`config.mk`:
```
export PLATFORM = sky130hd
export DESIGN_NAME = greedy_balanced_job_assigner_flat
export DESIGN_NICKNAME = d
export VERILOG_FILES = /design/src/hdl/gbja_pkg.sv /design/src/hdl/gbja_if.sv /design/src/hdl/gbja_cost_sort.sv /design/src/hdl/gbja_load_order.sv /design/src/hdl/gbja_argmax.sv /design/src/hdl/greedy_balanced_job_assigner.sv /design/src/flat_wrapper.sv
export VERILOG_INCLUDE_DIRS = /design/src /design/src/hdl
export SDC_FILE = /design/constraint.sdc
export NUM_CORES = 2
export LEC_CHECK = 0
export BUFFER_PORTS_ARGS = -buffer_cell sky130_fd_sc_hd__buf_4
export CAP_MARGIN = 10
export CORE_MARGIN = 3
export CORE_UTILIZATION = 40
export CTS_CLUSTER_SIZE = 40
export DETAILED_ROUTE_END_ITERATION = 6
export PLACE_DENSITY = 0.54
export SYNTH_ARGS = -nofsm -noshare
export SYNTH_HDL_FRONTEND = slang
export SYNTH_SLANG_ARGS = --single-unit
export TNS_END_PERCENT = 5
```
`constraint.sdc`:
```
create_clock -name clk -period 24.7 [get_ports clk]
set_clock_uncertainty 0.2 [all_clocks]
set_input_delay 1.235 -clock clk [delete_from_list [all_inputs] [get_ports clk]]
set_output_delay 1.235 -clock clk [all_outputs]
set_load 0.02 [all_outputs]
```
`src/hdl/greedy_balanced_job_assigner_macros.svh`:
```
// Assertion helpers used by the assertions in the job assigner design.
`ifndef GREEDY_BALANCED_JOB_ASSIGNER_MACROS_SVH
`define GREEDY_BALANCED_JOB_ASSIGNER_MACROS_SVH

// Property checked on every clock edge, suspended while reset is high.
`define GBJA_ASSERT(label, clk, rst, prop, msg) \
  label: assert property (@(posedge clk) disable iff (rst) prop) else $error(msg);

// Property checked on every clock edge, during reset too.
`define GBJA_ASSERT_ALWAYS(label, clk, prop, msg) \
  label: assert property (@(posedge clk) prop) else $error(msg);

`endif

```
`src/hdl/gbja_pkg.sv`:
```
package gbja_pkg;

  // Number of workers served in each round.
  localparam int WORKERS = 4;
  localparam int IDX_W   = $clog2(WORKERS);
  localparam int COST_W  = 16;
  localparam int LOAD_W  = 32;

  typedef logic [COST_W-1:0] cost_t;
  typedef logic [LOAD_W-1:0] load_t;
  typedef logic [IDX_W-1:0]  idx_t;

  typedef cost_t [WORKERS-1:0] cost_vec_t;
  typedef load_t [WORKERS-1:0] load_vec_t;
  typedef idx_t  [WORKERS-1:0] idx_vec_t;

  // Largest value an accumulated load can hold.
  localparam load_t LOAD_MAX = {LOAD_W{1'b1}};

endpackage

```
`src/hdl/gbja_if.sv`:
```
// Channel that carries one round of job costs.
interface gbja_job_if;
  logic                 valid;
  logic                 ready;
  gbja_pkg::cost_t      job_cost_0;
  gbja_pkg::cost_t      job_cost_1;
  gbja_pkg::cost_t      job_cost_2;
  gbja_pkg::cost_t      job_cost_3;

  modport source (
    output valid, job_cost_0, job_cost_1, job_cost_2, job_cost_3,
    input  ready
  );
  modport sink (
    input  valid, job_cost_0, job_cost_1, job_cost_2, job_cost_3,
    output ready
  );
endinterface

// Channel that carries the assignment of one round.
interface gbja_result_if;
  logic                 valid;
  logic                 ready;
  gbja_pkg::cost_t      assigned_0;
  gbja_pkg::cost_t      assigned_1;
  gbja_pkg::cost_t      assigned_2;
  gbja_pkg::cost_t      assigned_3;
  gbja_pkg::idx_t       round_best;
  gbja_pkg::idx_t       overall_best;

  modport source (
    output valid, assigned_0, assigned_1, assigned_2, assigned_3,
    output round_best, overall_best,
    input  ready
  );
  modport sink (
    input  valid, assigned_0, assigned_1, assigned_2, assigned_3,
    input  round_best, overall_best,
    output ready
  );
endinterface

```
`src/hdl/gbja_cost_sort.sv`:
```
// Orders the costs of one round from largest to smallest.
module gbja_cost_sort (
  input  gbja_pkg::cost_vec_t cost,
  output gbja_pkg::cost_vec_t sorted
);

  // Exchange sort: each later position that holds a larger cost trades places.
  always_comb begin
    gbja_pkg::cost_t tmp;
    tmp    = '0;
    sorted = cost;
    for (int i = 0; i < gbja_pkg::WORKERS - 1; i++) begin
      for (int j = i + 1; j < gbja_pkg::WORKERS; j++) begin
        if (sorted[j] > sorted[i]) begin
          tmp       = sorted[i];
          sorted[i] = sorted[j];
          sorted[j] = tmp;
        end
      end
    end
  end

endmodule

```
`src/hdl/gbja_load_order.sv`:
```
// Lists the worker indices from least to most loaded. Ties follow the
// exchange order exactly, so the result is not a stable sort.
module gbja_load_order (
  input  gbja_pkg::load_vec_t load,
  output gbja_pkg::idx_vec_t  order
);

  always_comb begin
    gbja_pkg::load_vec_t key;
    gbja_pkg::load_t     key_tmp;
    gbja_pkg::idx_t      idx_tmp;
    key     = load;
    key_tmp = '0;
    idx_tmp = '0;
    for (int i = 0; i < gbja_pkg::WORKERS; i++) begin
      order[i] = gbja_pkg::IDX_W'(i);
    end
    // Swap a pair whenever the earlier position carries the larger load.
    for (int i = 0; i < gbja_pkg::WORKERS - 1; i++) begin
      for (int j = i + 1; j < gbja_pkg::WORKERS; j++) begin
        if (key[i] > key[j]) begin
          key_tmp  = key[i];
          idx_tmp  = order[i];
          key[i]   = key[j];
          order[i] = order[j];
          key[j]   = key_tmp;
          order[j] = idx_tmp;
        end
      end
    end
  end

endmodule

```
`src/hdl/gbja_argmax.sv`:
```
// Picks the first worker whose value is the strict maximum above zero.
// When every value is zero the answer is worker zero.
module gbja_argmax (
  input  gbja_pkg::load_vec_t value,
  output gbja_pkg::idx_t      best
);

  always_comb begin
    gbja_pkg::load_t best_val;
    best_val = '0;
    best     = '0;
    for (int i = 0; i < gbja_pkg::WORKERS; i++) begin
      if (value[i] > best_val) begin
        best_val = value[i];
        best     = gbja_pkg::IDX_W'(i);
      end
    end
  end

endmodule

```
`src/hdl/greedy_balanced_job_assigner.sv`:
```
// Path: a round's result passes through the input register and then the result
// register, and is presented once it reaches the result register.
// Throughput: one round per cycle while the result side does not stall, set by the combinational sort and add path.
// Reset clears all worker loads to zero and empties both register stages.
// A stalled result holds; one further round waits in the input register.
`include "greedy_balanced_job_assigner_macros.svh"

module greedy_balanced_job_assigner (
  input  logic           clk,
  input  logic           rst,
  gbja_job_if.sink       job,
  gbja_result_if.source  result
);

  logic                in_full;
  gbja_pkg::cost_vec_t in_cost;
  gbja_pkg::cost_vec_t in_cost_next;
  logic                out_full;
  gbja_pkg::cost_vec_t given;
  gbja_pkg::cost_vec_t given_next;
  gbja_pkg::load_vec_t worker_load;
  gbja_pkg::load_vec_t worker_load_next;
  gbja_pkg::cost_vec_t sorted;
  gbja_pkg::idx_vec_t  order;
  gbja_pkg::load_vec_t given_wide;
  logic                advance;

  // The held round moves on when the result register is free or being drained.
  assign advance   = in_full && (!out_full || result.ready);
  assign job.ready = !in_full || advance;

  assign in_cost_next[0] = job.job_cost_0;
  assign in_cost_next[1] = job.job_cost_1;
  assign in_cost_next[2] = job.job_cost_2;
  assign in_cost_next[3] = job.job_cost_3;

  gbja_cost_sort u_cost_sort (
    .cost   (in_cost),
    .sorted (sorted)
  );

  gbja_load_order u_load_order (
    .load  (worker_load),
    .order (order)
  );

  // The k-th largest cost goes to the k-th least loaded worker, and the
  // loads grow by the assigned cost, saturating at the top.
  always_comb begin
    logic [gbja_pkg::LOAD_W:0] sum;
    given_next = '0;
    for (int i = 0; i < gbja_pkg::WORKERS; i++) begin
      given_next[order[i]] = sorted[i];
    end
    for (int i = 0; i < gbja_pkg::WORKERS; i++) begin
      sum = {1'b0, worker_load[i]} + (gbja_pkg::LOAD_W + 1)'(given_next[i]);
      worker_load_next[i] = sum[gbja_pkg::LOAD_W] ? gbja_pkg::LOAD_MAX
                                                  : sum[gbja_pkg::LOAD_W-1:0];
    end
  end

  // Control state and worker loads.
  always_ff @(posedge clk) begin
    if (rst) begin
      in_full     <= 1'b0;
      out_full    <= 1'b0;
      worker_load <= '0;
    end else begin
      if (job.ready) begin
        in_full <= job.valid;
      end
      if (advance) begin
        out_full    <= 1'b1;
        worker_load <= worker_load_next;
      end else if (result.ready) begin
        out_full <= 1'b0;
      end
    end
  end

  // Payload registers.
  always_ff @(posedge clk) begin
    if (job.valid && job.ready) begin
      in_cost <= in_cost_next;
    end
    if (advance) begin
      given <= given_next;
    end
  end

  // Winners are taken from the registered round, whose loads are the current ones.
  always_comb begin
    for (int i = 0; i < gbja_pkg::WORKERS; i++) begin
      given_wide[i] = gbja_pkg::LOAD_W'(given[i]);
    end
  end

  gbja_argmax u_round_best (
    .value (given_wide),
    .best  (result.round_best)
  );

  gbja_argmax u_overall_best (
    .value (worker_load),
    .best  (result.overall_best)
  );

  assign result.valid      = out_full;
  assign result.assigned_0 = given[0];
  assign result.assigned_1 = given[1];
  assign result.assigned_2 = given[2];
  assign result.assigned_3 = given[3];

  // A blocked round keeps its costs until it moves on.
  `GBJA_ASSERT(held_round_kept, clk, rst,
    in_full && !advance |=> in_full && $stable(in_cost),
    "held round lost or changed")
  // Loads change only together with a transfer into the result register.
  `GBJA_ASSERT(load_only_on_advance, clk, rst,
    !advance |=> $stable(worker_load),
    "loads changed without a round")
  // Saturating accumulation never lowers a load.
  `GBJA_ASSERT(load_monotonic, clk, rst,
    advance |=> (worker_load[0] >= $past(worker_load[0])) &&
    (worker_load[1] >= $past(worker_load[1])) &&
    (worker_load[2] >= $past(worker_load[2])) &&
    (worker_load[3] >= $past(worker_load[3])),
    "a load decreased")

endmodule

```
`src/flat_wrapper.sv`:
```
// flat-port wrapper written by rule: the top's interface ports become plain ports
module greedy_balanced_job_assigner_flat 
  (clk, rst, job_valid, job_job_cost_0, job_job_cost_1, job_job_cost_2, job_job_cost_3, job_ready, result_valid, result_assigned_0, result_assigned_1, result_assigned_2, result_assigned_3, result_round_best, result_overall_best, result_ready);
  gbja_job_if job_i ();
  gbja_result_if result_i ();
  input  logic clk;
  input  logic rst;
  input wire logic [$bits(job_i.valid)-1:0] job_valid;
  input wire logic [$bits(job_i.job_cost_0)-1:0] job_job_cost_0;
  input wire logic [$bits(job_i.job_cost_1)-1:0] job_job_cost_1;
  input wire logic [$bits(job_i.job_cost_2)-1:0] job_job_cost_2;
  input wire logic [$bits(job_i.job_cost_3)-1:0] job_job_cost_3;
  output wire logic [$bits(job_i.ready)-1:0] job_ready;
  output wire logic [$bits(result_i.valid)-1:0] result_valid;
  output wire logic [$bits(result_i.assigned_0)-1:0] result_assigned_0;
  output wire logic [$bits(result_i.assigned_1)-1:0] result_assigned_1;
  output wire logic [$bits(result_i.assigned_2)-1:0] result_assigned_2;
  output wire logic [$bits(result_i.assigned_3)-1:0] result_assigned_3;
  output wire logic [$bits(result_i.round_best)-1:0] result_round_best;
  output wire logic [$bits(result_i.overall_best)-1:0] result_overall_best;
  input wire logic [$bits(result_i.ready)-1:0] result_ready;
  assign job_i.valid = job_valid;
  assign job_i.job_cost_0 = job_job_cost_0;
  assign job_i.job_cost_1 = job_job_cost_1;
  assign job_i.job_cost_2 = job_job_cost_2;
  assign job_i.job_cost_3 = job_job_cost_3;
  assign job_ready = job_i.ready;
  assign result_valid = result_i.valid;
  assign result_assigned_0 = result_i.assigned_0;
  assign result_assigned_1 = result_i.assigned_1;
  assign result_assigned_2 = result_i.assigned_2;
  assign result_assigned_3 = result_i.assigned_3;
  assign result_round_best = result_i.round_best;
  assign result_overall_best = result_i.overall_best;
  assign result_i.ready = result_ready;
  greedy_balanced_job_assigner u_core (.clk(clk), .rst(rst), .job(job_i), .result(result_i));
endmodule
```
==> impl_metrics.ini <==
[finish]
final_nets = 4242
syn_to_final_growth_pct = 10.3
finalNonFillerCells = 4671
regArea_um2 = 6450
layout_common_cells = 496 x ha_1, 332 x inv_1, 295 x a21oi_1
multi_input_area_um2 = 22300
nFillCells = 7502
drive_above_1_share_pct = 9.97
final_common_cell = ha_1

[timing]
slew_headroom_pct = 20.7
setup_violations = 0
min_period_ps = 19810
max_freq_mhz = 50.5
finalHoldViolCount = 0
finalCritPeriodShare_pct = 80.2
rsz0062_at_grt = no
fin_tns_setup_ps = 0
worst_pin_slew_ps = 1190
drv_slew = 0
final.setup.worst_slack_ps = 4890

[worst_setup_path]
endpoint_kind = flip-flop
cp_data_required_time_ps = 24940
worstReg2RegEnd = u_core.worker_load[26]
slowest_delay_ps = 880
worstSetupPathType = flip-flop to flip-flop
r2r_setup_slack_ps = 4890
reg2reg_from = u_core.worker_load[58]
reg2reg_depth = 58
slowest_stage = nor3_1
crit_top_cell = ha_1
crit_fanout = 81
arrival_ps = 20050
start_kind = flip-flop

[place]
pre_cts_slack_ps = 5150
dp_cells = 4605
io_buffers = 137
dp_hpwl_mm = 90.6
gp_congestion = 0.947

[synthesis]
avgSynthCellArea_um2 = 8.44
syn-num-nets = 4193
synth-edff-count = 128
yosys.area.top_type_share_pct = 20.3
ys_warn_count = 0
synthFlopType = dfxtp_1
ys_seq_area_share_pct = 21.1
synthCells = 3625
synth_top_cell_by_area = ha_1
synth_area_leaders = ha_1 20%, edfxtp_1 13%, mux2i_1 9.0%
ys_seq_elements = 258
postSynth.asyncResetShare_pct = 0
synthDistinctLibCells = 84
synthesis.area_um2 = 30600

[floorplanning]
dieWidth_um = 283
ios = 138
start_util_pct = 40.8
fp.dieH_um = 283
rows = 100
core_region_area_um2 = 75100
die_area_um2 = 79800

[cts]
cts.root.buffer_cell = clkbuf_16
clkTransAtPathRegs_ps = 50
post_cts_buffers = 0
cts_tree = built
cts_resized = 0
numCtsBuffers = 36
cts_sinks = 258
htree_levels = 2
clk_latency_ps = 590
holdBufCountCts = 0
clockBufferDepth = 3

[job]
maxCapViolations = 0

[route]
wl_mm = 111
wl_per_cell_um = 23.8
drc = 0
drt_first_pass_iters = 6
vias = 28800
via_per_inst = 6.16
ant_nets = 0
drt-initial-drc-count = 2895

[global_route]
overflow = 0
grt_max_degree = 91
grt_pass1_vias = 26500
antenna_found_initial = 4
grt_pass1_wl_mm = 167
grtUsageTotal_pct = 27.2

[min_path]
holdCritStartpoint = u_core.worker_load[114]
worstHoldPathType = flip-flop to flip-flop
hold_end = u_core.worker_load[114]
hold_path_depth = 2

[run_status]
status = complete, no violations
==> worst max-delay path: cells and delay by family (launching register included) <==
| family | cells | cell delay, ps |
|---|---|---|
| compound gates | 17 | 5010 |
| fa+ha+maj | 7 | 2380 |
| buf+inv | 7 | 2920 |
| flops | 1 | 500 |
| mux | 4 | 1270 |
| simple gates | 23 | 7250 |
==> registers in the layout (all words and copies together), names as in the netlist <==
register                  count
u_core.result.valid           1
u_core.worker_load          128
u_core.result.assigned_1     16
u_core.in_full                1
u_core.result.assigned_0     16
u_core.in_cost               64
u_core.result.assigned_2     16
u_core.result.assigned_3     16
==> worst max-delay path by stage <==
stage / start / end / slack [ps] / depth (start not counted)
2_1_floorplan: u_core.worker_load[59] / u_core.worker_load[26] / 9360 / 67
3_3_place_gp: u_core.worker_load[58] / u_core.worker_load[26] / 5260 / 58
3_5_place_dp: u_core.worker_load[58] / u_core.worker_load[26] / 5150 / 58
4_1_cts: u_core.worker_load[58] / u_core.worker_load[26] / 5100 / 58
5_1_grt: u_core.worker_load[58] / u_core.worker_load[30] / 3530 / 57
6_report: u_core.worker_load[58] / u_core.worker_load[26] / 4890 / 58
==> cells by family after synthesis <==
| family | synth area share (%) |
|---|---|
| fa+ha+maj | 20.5 |
| mux | 12.2 |
| flops | 21.1 |
| compound gates | 24.5 |
| buf+inv | 6.31 |
| xor+xnor | 1.92 |
| simple gates | 13.4 |
==> Yosys cell counts, types with 37 or more instances <==
master    instances
dfxtp_1         130
edfxtp_1        128
nand4_1          90
nor2_1          273
inv_1           334
nand2_1         169
clkbuf_1        113
xnor2_1          38
o21ai_0         169
ha_1            496
a211oi_1         37
a221o_1          46
a21oi_1         297
mux2_2           86
nand3_1          70
mux2i_1         275
nor3_1           80
o221ai_1         47
a221oi_1         72
a21o_1          111
o21a_1           54
==> layout make-up <==
cell class                      instances  share of cell area, %
Clock buffer                           45                   2.86
Sequential cell                       258                   19.1
Timing Repair Buffer                  170                   3.78
Multi-Input combinational cell       2871                   66.1
Antenna cell                            1                0.00742
Inverter                              337                   3.76
Tap cell                              969                   3.59
Clock inverter                         20                  0.801
==> per-stage QoR <==
step | util (%) | hold slack [ps] | area, um2
finish | 44.9 | 331 | 33700
global placement | 43.3 | 319 | 32500
detailed placement | 43.3 | 318 | 32500
CTS | 44.9 | 338 | 33700
global route | 44.9 | 361 | 33700
floorplan | - | 287 | 30600
==> layer usage <==
| metal | part of all wire [%] | GRT usage (%) | vias to the layer above |
|---|---|---|---|
| li1 | - | - | 13900 |
| met1 | 48 | 41.0 | 13700 |
| met2 | 42 | 40.6 | 1094 |
| met3 | 8.2 | 4.18 | 128 |
| met4 | 2.3 | 6.30 | 2 |
| met5 | 0.012 | 0 | - |
Power is not shown: default switching activity piles up to over one toggle a cycle in this logic, so the estimate is an artifact.
